===== config.mk =====
export PLATFORM = sky130hd
export DESIGN_NAME = bacre_ctrl
export DESIGN_NICKNAME = d
export VERILOG_FILES = /design/src/rtl/bacre_pkg.sv /design/src/rtl/bacre_ctrl.sv
export SDC_FILE = /design/constraint.sdc
export NUM_CORES = 1
export LEC_CHECK = 0
export BUFFER_PORTS_ARGS = -buffer_cell sky130_fd_sc_hd__buf_2
export CORE_AREA = 2 2 39 41
export CTS_CLUSTER_DIAMETER = 60
export DETAILED_ROUTE_END_ITERATION = 7
export DIE_AREA = 0 0 41 43
export PLACE_DENSITY = 0.7
export SLEW_MARGIN = 20
export SYNTH_ARGS = -nofsm -noshare
export SYNTH_HDL_FRONTEND = slang
export SYNTH_SLANG_ARGS = --single-unit
export TNS_END_PERCENT = 50

===== constraint.sdc =====
create_clock -name clk -period 3.1 [get_ports clk]
set_clock_uncertainty 0.05 [all_clocks]
set_input_delay 0.465 -clock clk [delete_from_list [all_inputs] [get_ports clk]]
set_output_delay 0.465 -clock clk [all_outputs]
set_load 0.05 [all_outputs]

===== src/rtl/bacre_pkg.sv =====
package bacre_pkg;

    localparam int LINES          = 64;
    localparam int WORDS_PER_LINE = 8;
    localparam int ADDR_BITS      = 32;
    localparam int DATA_BITS      = 64;
    localparam int BE_BITS        = DATA_BITS / 8;

    localparam int IDX_W  = $clog2(LINES);
    localparam int WORD_W = $clog2(WORDS_PER_LINE);
    localparam int OFS_W  = WORD_W + 3;
    localparam int TAG_W  = ADDR_BITS - OFS_W;
    localparam int MEM_W  = IDX_W + WORD_W;

    typedef enum logic [1:0] {
        REQ_READ  = 2'd0,
        REQ_WRITE = 2'd1,
        REQ_WB    = 2'd2,
        REQ_FILL  = 2'd3
    } req_type_t;

    typedef enum logic [2:0] {
        KIND_READ  = 3'd0,
        KIND_ACK   = 3'd1,
        KIND_MEMRD = 3'd2,
        KIND_EVICT = 3'd3,
        KIND_RETRY = 3'd4
    } resp_kind_t;

    typedef enum logic [1:0] {
        BUSY_IDLE = 2'd0,
        BUSY_FILL = 2'd1,
        BUSY_RUN  = 2'd2
    } busy_t;

    typedef enum logic [3:0] {
        S_IDLE,
        S_DECODE,
        S_SCAN_RD,
        S_SCAN_CMP,
        S_HIT_RD,
        S_HIT_OUT,
        S_MISS_OUT,
        S_RETRY_OUT,
        S_VICTIM,
        S_EVICT_RD,
        S_EVICT_OUT,
        S_COPY,
        S_ANSWER_OUT
    } state_t;

    typedef struct packed {
        logic load;
        logic run_store;
        logic scan_start;
        logic scan_rd;
        logic scan_cmp;
        logic victim;
        logic evict_rd;
        logic evict_out;
        logic copy;
        logic answer_out;
        logic hit_rd;
        logic hit_out;
        logic miss_out;
        logic retry_out;
    } cmd_t;

    typedef struct packed {
        req_type_t req;
        busy_t     busy;
        logic      last;
        logic      match;
        logic      scan_last;
        logic      evict_needed;
        logic      word_last;
        logic      out_free;
    } sts_t;

endpackage


===== src/rtl/bacre_ctrl.sv =====
module bacre_ctrl
(
    input  logic             clk,
    input  logic             rst_n,
    input  logic             in_valid,
    output logic             in_ready,
    input  bacre_pkg::sts_t  sts,
    output bacre_pkg::cmd_t  cmd
);

    bacre_pkg::state_t state_reg;
    bacre_pkg::state_t state_next;

    always_ff @(posedge clk or negedge rst_n)
    begin
        if (!rst_n)
        begin
            state_reg <= bacre_pkg::S_IDLE;
        end
        else
        begin
            state_reg <= state_next;
        end
    end

    always_comb
    begin
        state_next = state_reg;
        case (state_reg)
            bacre_pkg::S_IDLE:
            begin
                if (in_valid)
                begin
                    state_next = bacre_pkg::S_DECODE;
                end
            end
            bacre_pkg::S_DECODE:
            begin
                case (sts.req)
                    bacre_pkg::REQ_READ, bacre_pkg::REQ_WRITE:
                    begin
                        state_next = (sts.busy != bacre_pkg::BUSY_IDLE) ?
                                     bacre_pkg::S_RETRY_OUT : bacre_pkg::S_SCAN_RD;
                    end
                    bacre_pkg::REQ_WB:
                    begin
                        if (sts.busy == bacre_pkg::BUSY_FILL)
                        begin
                            state_next = bacre_pkg::S_RETRY_OUT;
                        end
                        else
                        begin
                            state_next = sts.last ? bacre_pkg::S_SCAN_RD : bacre_pkg::S_IDLE;
                        end
                    end
                    default:
                    begin
                        if (sts.busy == bacre_pkg::BUSY_FILL && sts.last)
                        begin
                            state_next = bacre_pkg::S_SCAN_RD;
                        end
                        else
                        begin
                            state_next = bacre_pkg::S_IDLE;
                        end
                    end
                endcase
            end
            bacre_pkg::S_SCAN_RD:
            begin
                state_next = bacre_pkg::S_SCAN_CMP;
            end
            bacre_pkg::S_SCAN_CMP:
            begin
                if (sts.req == bacre_pkg::REQ_READ || sts.req == bacre_pkg::REQ_WRITE)
                begin
                    if (sts.match)
                    begin
                        state_next = bacre_pkg::S_HIT_RD;
                    end
                    else if (sts.scan_last)
                    begin
                        state_next = bacre_pkg::S_MISS_OUT;
                    end
                    else
                    begin
                        state_next = bacre_pkg::S_SCAN_RD;
                    end
                end
                else
                begin
                    state_next = (sts.match || sts.scan_last) ?
                                 bacre_pkg::S_VICTIM : bacre_pkg::S_SCAN_RD;
                end
            end
            bacre_pkg::S_HIT_RD:
            begin
                state_next = bacre_pkg::S_HIT_OUT;
            end
            bacre_pkg::S_HIT_OUT, bacre_pkg::S_MISS_OUT, bacre_pkg::S_RETRY_OUT,
            bacre_pkg::S_ANSWER_OUT:
            begin
                if (sts.out_free)
                begin
                    state_next = bacre_pkg::S_IDLE;
                end
            end
            bacre_pkg::S_VICTIM:
            begin
                state_next = sts.evict_needed ? bacre_pkg::S_EVICT_RD : bacre_pkg::S_COPY;
            end
            bacre_pkg::S_EVICT_RD:
            begin
                state_next = bacre_pkg::S_EVICT_OUT;
            end
            bacre_pkg::S_EVICT_OUT:
            begin
                if (sts.out_free)
                begin
                    state_next = sts.word_last ? bacre_pkg::S_COPY : bacre_pkg::S_EVICT_RD;
                end
            end
            bacre_pkg::S_COPY:
            begin
                if (sts.word_last)
                begin
                    state_next = (sts.req == bacre_pkg::REQ_FILL) ?
                                 bacre_pkg::S_ANSWER_OUT : bacre_pkg::S_IDLE;
                end
            end
            default:
            begin
                state_next = bacre_pkg::S_IDLE;
            end
        endcase
    end

    always_comb
    begin
        cmd      = '0;
        in_ready = 1'b0;
        case (state_reg)
            bacre_pkg::S_IDLE:
            begin
                in_ready = 1'b1;
                cmd.load = in_valid;
            end
            bacre_pkg::S_DECODE:
            begin
                cmd.scan_start = 1'b1;
                if (sts.req == bacre_pkg::REQ_WB)
                begin
                    cmd.run_store = (sts.busy != bacre_pkg::BUSY_FILL);
                end
                else if (sts.req == bacre_pkg::REQ_FILL)
                begin
                    cmd.run_store = (sts.busy == bacre_pkg::BUSY_FILL);
                end
            end
            bacre_pkg::S_SCAN_RD:    cmd.scan_rd = 1'b1;
            bacre_pkg::S_SCAN_CMP:   cmd.scan_cmp = 1'b1;
            bacre_pkg::S_HIT_RD:     cmd.hit_rd = 1'b1;
            bacre_pkg::S_HIT_OUT:    cmd.hit_out = sts.out_free;
            bacre_pkg::S_MISS_OUT:   cmd.miss_out = sts.out_free;
            bacre_pkg::S_RETRY_OUT:  cmd.retry_out = sts.out_free;
            bacre_pkg::S_ANSWER_OUT: cmd.answer_out = sts.out_free;
            bacre_pkg::S_VICTIM:     cmd.victim = 1'b1;
            bacre_pkg::S_EVICT_RD:   cmd.evict_rd = 1'b1;
            bacre_pkg::S_EVICT_OUT:  cmd.evict_out = sts.out_free;
            bacre_pkg::S_COPY:       cmd.copy = 1'b1;
            default:
            begin
                cmd = '0;
            end
        endcase
    end

endmodule


# ---- Word-level counts from Yosys, hierarchy flattened
# Index checks and enable logic that the tools add are counted.
dict set report totals {
  mem_bits_rw 0
  ff_bits 4
  inputBits 13
  output_inout_bits 15
  rom_bits 0
  mem_count 0
  elab_cells 64
  latchBits 0
}
dict set report classes {
  bitwise 0
  n_mul 0
  add_sub_neg 0
  n_div 0
  magnitude_cmp 0
  mux 33
  shift 0
  n_reduce_logical 9
  eq_ne 21
}
# cell count
set op_table {}
lappend op_table {{case mux 4 bit (10 select lines)} 1}
lappend op_table {{two-way mux 4 bit} 7}
lappend op_table {{== test 4 bit, second input constant} 5}
lappend op_table {{== test 4 x 3 -> 1 bit, second input constant} 4}
lappend op_table {{two-way mux 1 bit} 15}
lappend op_table {{two-way mux 3 bit} 4}
lappend op_table {{two-way mux 2 bit} 5}
lappend op_table {{== test 4 x 2 -> 1 bit, second input constant} 2}
lappend op_table {{!= test 2 bit, second input constant} 4}
lappend op_table {{case mux 3 bit (2 select lines)} 1}
lappend op_table {{== test 2 x 1 -> 1 bit, second input constant} 2}
lappend op_table {{== test 2 bit, second input constant} 2}
lappend op_table {{== test 4 x 1 -> 1 bit, second input constant} 1}
lappend op_table {{zero test 4 bit} 1}
lappend op_table {{AND reduction 4 bit} 1}
lappend op_table {{OR reduction 4 bit} 1}
lappend op_table {{zero test 2 bit} 1}
lappend op_table {{logical OR 1 bit} 2}
lappend op_table {{!= test 2 x 1 -> 1 bit, second input constant} 1}
lappend op_table {{nonzero test 2 bit} 1}
lappend op_table {{OR reduction 2 bit} 1}
lappend op_table {{logical AND 1 bit} 1}

# ---- Depth between registers and ports, before layout
# Gate-level depths: netlist of run 1.
dict set report logic_depth {
  word_depth 5
  ltp_mapped 7
  depth_no_buf 5
}

# ---- Least setup slack after synthesis of run 1
# OpenSTA, ideal clock, no wires.
dict set report synth_path {
  path_type {register to output}
  start {register state_reg[2]}
  end {output cmd[13] in the netlist's numbering}
  slack_ns 0.143
  arrival_ns 2.442
  t_required_ns 2.585
  path_buffers 1
  path_stages_with_launch 5
  path_cell_list {dfrtp_1 -> or2_1 -> clkbuf_2 -> nor3_1 -> and2_1}
}
# element line_no
set synth_lines {}
lappend synth_lines {{start, declared} bacre_ctrl.sv:11} ;# bacre_pkg::state_t state_reg;
lappend synth_lines {{start signal, assigned} bacre_ctrl.sv:18} ;# state_reg <= bacre_pkg::S_IDLE;
lappend synth_lines {{start signal, assigned} bacre_ctrl.sv:22} ;# state_reg <= state_next;
lappend synth_lines {{end, declared} bacre_ctrl.sv:8} ;# output bacre_pkg::cmd_t cmd

==> metrics.yaml, run 1 <==
worst_hold_path:
  hold_path_class: "input port to async pin"
synth:
  ys_async_sr_fraction_pct: 100
  yosysTopAreaCellShare_pct: 20.0
  yosys_warnings: 0
  ys_seq_area_share_pct: 20.0
  synth_ff_type: "dfrtp_1"
  syn_nets: 85
  ys_ff_latch: 4
  synthDistinctLibCells: 36
  ys_top_cells_by_area: "dfrtp_1 20%, nor2_1 9.0%, nand2_1 4.5%"
  synth.avg_cell_area_sq_um: 6.97
  synth_cells: 72
  yosys.area.top_type: "dfrtp_1"
  syn-cell-area_sq_um: 502
  synth-edff-count: 0
sta:
  rsz0062_at_grt: "false"
  tightest_slew_ns: 0.479
  relSlewSlack_pct: 68.1
  tns_ns: 0
  fin_crit_sh_pct: 71.9
  fin_crit_ns: 2.23
  fmax_ghz: 0.449
  hold_violations: 0
  slew_viol_final: 0
  final-setup-viol-count: 0
global_route:
  antenna_found_initial: 0
  grt_max_degree: 19
  grt_overflow: 0
  grt_pass1_vias: 542
  grt_use_total_pct: 18.4
  grt_pass1_wl_microns: 2170
floorplan:
  rows: 14
  core-area_sq_um: 1380
  die_x_microns: 41
  die_area_sq_um: 1760
  die_height_microns: 43
  ioPinCount: 28
  initial_utilization_pct: 36.3
drt:
  wl_per_cell_microns: 12.2
  ant_nets: 0
  post-route-drc-count: 0
  vias_per_cell: 5.60
  via_count: 638
  drt-pass1-iter-count: 4
  routed_wl_microns: 1390
  drtIter0Drc: 8
layout:
  diodes: 0
  area_delta_synth_final_pct: 33.2
  drive_above_1_share_pct: 34.7
  largest_reg_flops: 4
  nets: 113
  final_cell_count_no_fill: 114
placement:
  place.port_buffers: 27
  place_inst: 110
  dp_hpwl_microns: 1080
  gp_congestion: 0.795
clock_network:
  cts_sinks: 4
  numCtsBuffers: 3
  cts_tree: "yes"
  htree_levels: 1
  clkSlewWorstSetupHoldPaths_ns: 0.04
  root_buffer: "clkbuf_4"
  post-cts-setup-buffers: 0
  insertion_delay_ns: 0.23
  cts_max_path_buffers: 2
worst_setup_path:
  critPathMaxFanout: 12
  worst-setup-path-type: "flip-flop to output port"
  endpoint_kind: "output port"
  worstPathRequired_ns: 2.58
  worst_setup_path_start_kind: "flip-flop"
  cp.arrival_ns: 1.71
power:
  peakVddDrop_v: 0.000405
  powerDensity_nw_per_um2: 1010
  power_leakage_nw: 0.337
job:
  maxCapViolations: 0
outcome:
  status: "finished clean"
-- cell families (layout without fill, tap and decap cells) --
| family | Yosys count | in the layout | share of synthesized area (%) |
|---|---|---|---|
| compound gates | 16 | 16 | 22.7 |
| mux | 1 | 1 | 2.24 |
| buf+inv | 8 | 34 | 6.48 |
| simple gates | 42 | 42 | 46.9 |
| xor+xnor | 1 | 1 | 1.75 |
| flops | 4 | 4 | 20.0 |
-- placed cells by master (no fill, tap or decap), types with 2 or more instances in the layout --
master	Yosys	routed
nand2b_1	2	2
clkbuf_4	0	3
nor3_1	4	4
o21ai_0	4	4
and3_1	2	2
dfrtp_1	4	4
nor2_1	12	12
nand2_1	6	6
buf_2	1	27
a21oi_1	2	2
nand3_1	2	2
or3_1	3	3
o31ai_1	2	2
inv_1	3	3
-- final timing paths --
kind / startpoint / to / slack (ns) / cells past startpoint
worst max-delay path: state_reg[3] / cmd[12] / 0.87 / 4
worst min-delay path: rst_n / state_reg[1] / 0.51 / 2
worst max register to register: state_reg[3] / state_reg[0] / 1.19 / 4
worst min register to register: state_reg[2] / state_reg[2] / 0.71 / 2
max in group asynchronous: rst_n / state_reg[2] / 2.37 / 2
min in group clk: sts[2] / state_reg[1] / 0.65 / 4
-- cells in the mapped netlist, drive strengths merged, types with 2 or more instances --
cell type and number:
o21ai 4, o31ai 2, and3 2, nand2b 2, dfrtp 4, nand3 3
inv 3, or3 3, nand2 6, clkbuf 4, nor2 12, nor3 4
a21oi 2
-- power breakdown --
part | switching [mW] | internal (mW) | total, mW | leakage, nW
Sequential | 0.0756 | 0.0759 | 0.151 | 0.0498
Clock | 0.0204 | 0.0432 | 0.0637 | 0.0138
Combinational | 0.308 | 0.154 | 0.462 | 0.274
-- stage by stage --
stage	total power, mW	instance area, sq um	hold slack (ns)	setup WS [ns]	utilization [%]
floorplan	0.523	502	0.119	0.143	-
global placement	0.609	636	0.221	1.15	45.9
global route	0.735	668	0.510	0.742	48.3
CTS	0.680	668	0.513	0.881	48.3
detailed placement	0.613	636	0.225	1.13	45.9
finish	0.678	668	0.515	0.871	48.3
-- layer usage --
layer,GRT usage [%],share of wire (%),vias up
li1,-,-,318
met1,20.6,41,286
met2,28.4,50,32
met3,7.85,7.6,2
met4,8.67,1.7,0
met5,0,0,-
-- critical path: stages, from the launching register on --
cell and delay [ns]:
dfrtp_1 0.48, or2_1 0.36, nor2_1 0.21, and3_1 0.17, buf_2 0.25
-- what timing repair did --
item / CTS / global route
hold buffers: 1 / 0
endpoints found under the hold margin: 4 / 0
resized for setup: 0 / 0
-- final cells by class --
type,count,area [sq um]
fillers,144,716
multi-input cells,60,369
repair buffers,28,145
flip-flops and latches,4,100
clock buffers,3,22.5
well taps,16,20.0
inverters,3,11.3
No activity file was read; power rests on OpenSTA's default activity.
==> run 2: changes to the inputs <==
Settings changed: ABC_AREA from default to 1, PLACE_DENSITY 0.7 to 0.72.
Clock period 3.1 ns to 2.1 ns, I/O delays scaled along.
==> run 2 against run 1 <==
  * Combinational power grew 48%
  * Worst setup slack lost 0.74 ns
  * Worst hold slack got worse by 0.15 ns
==> metrics.yaml, run 2 <==
synth:
  yosys-top-cells-count: "37 x nand2_1, 16 x inv_1, 15 x nor2_1"
  yosys.area.top_type: "nand2_1"
  ys_ff_latch: 4
  synth.most_common_cell: "nand2_1"
  yosysTopAreaCellShare_pct: 26.1
  synth_cells: 103
  yosys_warnings: 0
  ys_async_sr_fraction_pct: 100
  ys_top_cells_by_area: "nand2_1 26%, dfrtp_1 19%, inv_1 11%"
  synth_ff_type: "dfrtp_1"
  ys_seq_area_share_pct: 18.8
  synthDistinctLibCells: 18
  syn-cell-area_sq_um: 532
  synth.avg_cell_area_sq_um: 5.16
  synth-edff-count: 0
  syn_nets: 116
sta:
  tightest_slew_ns: 0.281
  hold-worst-slack_ns: 0.369
  slew_viol_final: 0
  hold_violations: 0
  relSlewSlack_pct: 81.3
  fmax_ghz: 0.508
  fin_crit_sh_pct: 93.8
  final-setup-viol-count: 0
  fin_crit_ns: 1.97
  rsz0062_at_grt: "false"
global_route:
  antenna_found_initial: 0
  grt_use_total_pct: 18.3
  grt_max_degree: 10
  grt_pass1_wl_microns: 2250
  grt_pass1_vias: 606
  grt_overflow: 0
floorplan:
  die_x_microns: 41
  initial_utilization_pct: 38.4
  rows: 14
  die_area_sq_um: 1760
  ioPinCount: 28
  core-area_sq_um: 1380
  die_height_microns: 43
layout:
  largest_reg_flops: 4
  nFillCells: 151
  nets: 148
  drive_above_1_share_pct: 32.3
  final_common_cell: "nand2_1"
  layout_common_cells: "37 x nand2_1, 27 x buf_2, 16 x inv_1"
  area_delta_synth_final_pct: 37.2
  diodes: 0
clock_network:
  root_buffer: "clkbuf_4"
  numCtsBuffers: 3
  cts_tree: "yes"
  cts_max_path_buffers: 2
  cts_sinks: 4
  htree_levels: 1
  clkSlewWorstSetupHoldPaths_ns: 0.04
  cts_resized: 0
  insertion_delay_ns: 0.23
power:
  total_power_mw: 0.943
  peakVddDrop_v: 0.000498
  powerDensity_nw_per_um2: 1290
  power_leakage_nw: 0.483
worst_hold_path:
  hold_path_class: "input port to async pin"
worst_setup_path:
  endpoint_kind: "output port"
  worstPathRequired_ns: 1.74
  critPathMaxFanout: 6
  worst-setup-path-type: "flip-flop to output port"
  worst_setup_path_start_kind: "flip-flop"
  cp.arrival_ns: 1.60
drt:
  vias_per_cell: 4.71
  met1_length_microns: 632
  route.top_layer_used: "met3"
  wl_per_cell_microns: 9.19
  routed_wl_microns: 1370
  wl_met3_microns: 97
  via_count: 702
  drt-pass1-iter-count: 4
  ant_nets: 0
  wl_met2_microns: 639
  drtIter0Drc: 16
  post-route-drc-count: 0
outcome:
  status: "finished clean"
placement:
  place.port_buffers: 27
  dp_hpwl_microns: 1210
  gp_congestion: 0.789
job:
  maxCapViolations: 0
## run 2: cell types whose count changed after synthesis, sizes merged, moves of 2 or more
cell and delta:
and3 -2, clkbuf -4, inv +18, nand2 +34, nand2b -2, nand3 +5, nor2 +7, nor3 -2
o21ai -2, or3 -3
## run 2: final cells by class
type	instances	area, sq um	area share, %
repair buffers	28	145	19.9
multi-input cells	77	363	49.7
clock buffers	3	22.5	3.09
inverters	21	78.8	10.8
well taps	16	20.0	2.74
flip-flops and latches	4	100	13.7
## run 2: worst max-delay path, stage by stage, from the launching register on
cell and delay, ns:
dfrtp_1 0.44, nor2_2 0.22, inv_2 0.08, nor2_4 0.11
nand2_1 0.09, a211oi_4 0.15, buf_2 0.29
## run 2: per-layer routing
metal	GRT usage, %	vias to the layer above
li1	-	371
met1	24.5	305
met2	28.4	26
met3	6.28	0
met4	2.00	0
met5	0	-
## run 2: report_power, final
group / switching (mW) / internal, mW
clock network: 0.0297 / 0.0638
logic: 0.506 / 0.178
registers: 0.0560 / 0.109
total: 0.592 / 0.351
## run 2: through the flow
| stage | TNS (ns) | area, sq um | instances | util (%) | worst slack (ns) |
|---|---|---|---|---|---|
| 3_3_place_gp | 0 | 697 | 145 | 50.4 | 0.404 |
| 2_1_floorplan | -0.000669 | 549 | 103 | - | -0.000669 |
| 6_report | 0 | 729 | 149 | 52.7 | 0.131 |
| 5_1_grt | 0 | 729 | 149 | 52.7 | 0.0309 |
| 4_1_cts | 0 | 729 | 149 | 52.7 | 0.116 |
| 3_5_place_dp | 0 | 697 | 145 | 50.4 | 0.377 |
## run 2: worst paths after layout
check | depth (start not counted) | slack, ns | from | to
max in group asynchronous | 2 | 1.51 | rst_n | state_reg[3]
worst max register to register | 9 | 0.71 | state_reg[0] | state_reg[1]
min in group clk | 5 | 0.47 | sts[0] | state_reg[0]
worst min-delay path | 2 | 0.37 | rst_n | state_reg[1]
worst max-delay path | 6 | 0.13 | state_reg[2] | cmd[12]
worst min register to register | 2 | 0.53 | state_reg[1] | state_reg[1]
## run 2: timing repair
item | CTS | global route
setup buffers | 0 | 0
endpoints found under the hold margin | 4 | 0
hold buffers | 1 | 0
## run 2: cells by family after synthesis
logic type / synth area share [%]
flops: 18.8
compound gates: 7.06
simple gates: 57.9
buf+inv: 16.2
==> run 3: changes to the inputs <==
Settings changed: CTS_BUF_LIST from default to sky130_fd_sc_hd__clkbuf_8, SETUP_SLACK_MARGIN from default to 0.5.
==> run 3 against run 2 <==
  * Combinational power is 48% higher
  * Sequential share of layout area is 2.9 points lower
  * Global-route usage rose by 5.7 points
  * Via count up 9.4%
  * Worst setup slack better by 0.21 ns
  * First-iteration DRC count is 38% higher
  * Wire length up 39%
  * Power up 44%
  * Utilization increased by 16 points
  * Fmax is 12% higher
  * Clock power is 76% higher
  * Non-clock buffer count up 10
  * Critical path type unchanged
  * Critical endpoint unchanged
  * Largest cell class unchanged
==> metrics.yaml, run 3 (synthesized netlist as in run 2, its figures left out) <==
layout:
  final_common_cell: "nand2_1"
  drive_above_1_share_pct: 47.6
  area_delta_synth_final_pct: 79.8
  multi_input_area_sq_um: 417
  finalInstanceArea_sq_um: 956
  post-route-util_pct: 69.1
  layout_common_cells: "33 x nand2_1, 15 x inv_1, 15 x buf_2"
  diodes: 0
  seq_area_sq_um: 104
  nFillCells: 115
  largest_reg_flops: 4
  nets: 158
drt:
  drtIter0Drc: 22
  routed_wl_microns: 1900
  ant_nets: 0
  route.top_layer_used: "met4"
  met1_length_microns: 751
  wl_met2_microns: 1020
  wl_met3_microns: 106
  via_count: 768
  wl_per_cell_microns: 12.0
  drt-pass1-iter-count: 4
  post-route-drc-count: 0
  vias_per_cell: 4.83
power:
  switching_power_mw: 0.740
  powerDensity_nw_per_um2: 1420
  clkPwrFrac_pct: 12.2
  p_sw_share_pct: 54.5
  p_int_mw: 0.617
  peakVddDrop_v: 0.000672
  p_seq_share_pct: 13.2
  comb_power_share_pct: 74.6
  power_leakage_nw: 0.557
sta:
  tightest_slew_ns: 0.249
  slew_viol_final: 0
  relSlewSlack_pct: 83.5
  fin_crit_ns: 1.76
  fmax_ghz: 0.568
  tns_ns: 0
  hold_violations: 0
  final-setup-viol-count: 0
  rsz0062_at_grt: "true"
  fin_crit_sh_pct: 83.8
worst_setup_path:
  slowest_stage: "dfrtp_2"
  worst-setup-path-type: "flip-flop to output port"
  worstPathRequired_ns: 1.74
  cp.arrival_ns: 1.40
  r2r-end: "state_reg[0]"
  worst_setup_path_start_kind: "flip-flop"
  critPathMaxFanout: 5
  path_buf_inv: 2
  r2r-start: "state_reg[3]"
  path_cells: "nor2_4, inv_2, nor2_4, nand2_2, a211oi_4, buf_6"
  slowest_delay_ns: 0.43
  ff2ff_setup_slack_ns: 0.67
  r2r_cells: 9
  cpMostUsedCell: "nor2_4"
  path_delay_family: "flip-flops"
  endpoint_kind: "output port"
global_route:
  grt_overflow: 0
  grt_use_total_pct: 24.0
  grt_pass1_wl_microns: 2860
  antenna_found_initial: 0
  grt_pass1_vias: 747
  grt_max_degree: 9
clock_network:
  numCtsBuffers: 3
  insertion_delay_ns: 0.22
  root_buffer: "clkbuf_8"
  cts_sinks: 4
  cts_tree: "yes"
  clkSlewWorstSetupHoldPaths_ns: 0.03
  cts_max_path_buffers: 2
  htree_levels: 1
placement:
  placed_area_sq_um: 723
  place.port_buffers: 27
  dp_hpwl_microns: 1320
  gp_congestion: 0.798
job:
  maxCapViolations: 0
floorplan:
  initial_utilization_pct: 38.4
  rows: 14
  die_x_microns: 41
  die_area_sq_um: 1760
  die_height_microns: 43
  ioPinCount: 28
  core-area_sq_um: 1380
outcome:
  status: "finished clean"
worst_hold_path:
  hold_path_class: "input port to async pin"
==> run 3: cell types whose count changed in the layout (fill, tap and decap cells not counted), moves of 4 or more <==
| cell | change |
|---|---|
| buf_4 | +10 |
| nand2_1 | -4 |
| buf_6 | +8 |
| nor2_1 | -5 |
| buf_2 | -12 |
==> run 3: stage by stage <==
| step | worst slack (ns) | hold WS (ns) | power [mW] | std cells |
|---|---|---|---|---|
| after floorplan | 0.113 | -0.0306 | 0.749 | 103 |
| after global placement | 0.382 | 0.0732 | 0.870 | 145 |
| after detailed placement | 0.318 | 0.0764 | 0.883 | 145 |
| after CTS | 0.342 | 0.378 | 1.21 | 157 |
| after global routing | 0.291 | 0.407 | 1.43 | 159 |
| final | 0.340 | 0.388 | 1.36 | 159 |
==> run 3: what timing repair did <==
item,in CTS,in global routing
pin swaps,2,1
endpoints found under the hold margin,4,0
buffers inserted,8,2
hold buffers,1,0
gates resized for setup,22,18
setup endpoints to repair,15,15
==> run 3: worst reg2reg max path, delay by kind of cell, from the launching register on <==
family | cells | cell delay [ns]
AND/OR/NAND/NOR | 6 | 0.59
flip-flops | 1 | 0.43
buffers and inverters | 3 | 0.29
==> run 3: how the worst max path moves through the flow <==
stage | from | end | slack (ns) | cells past startpoint
detailed placement | state_reg[2] | cmd[12] | 0.32 | 6
CTS | state_reg[3] | cmd[12] | 0.34 | 6
global placement | state_reg[2] | cmd[12] | 0.38 | 6
finish | state_reg[3] | cmd[12] | 0.34 | 6
global route | state_reg[1] | cmd[12] | 0.29 | 6
floorplan | state_reg[2] | cmd[12] | 0.11 | 5
==> run 3: routing by layer <==
metal	vias to the layer above	GRT usage [%]
li1	388	-
met1	346	24.8
met2	31	41.6
met3	3	4.19
met4	0	14.0
met5	-	0
==> run 3: area by class of cell <==
cell class	instances	share of cell area, %
timing repair buffer	38	30.9
tap	16	2.09
multi-input combinational	77	43.6
inverter	21	8.25
clock buffer	3	4.32
sequential	4	10.9
==> run 3: power groups by stage <==
stage	logic [mW]	clock network (mW)	registers [mW]
floorplan	0.612	0	0.137
global placement	0.706	0	0.164
detailed placement	0.715	0	0.169
CTS	0.870	0.169	0.170
global route	1.07	0.173	0.184
finish	1.01	0.165	0.179
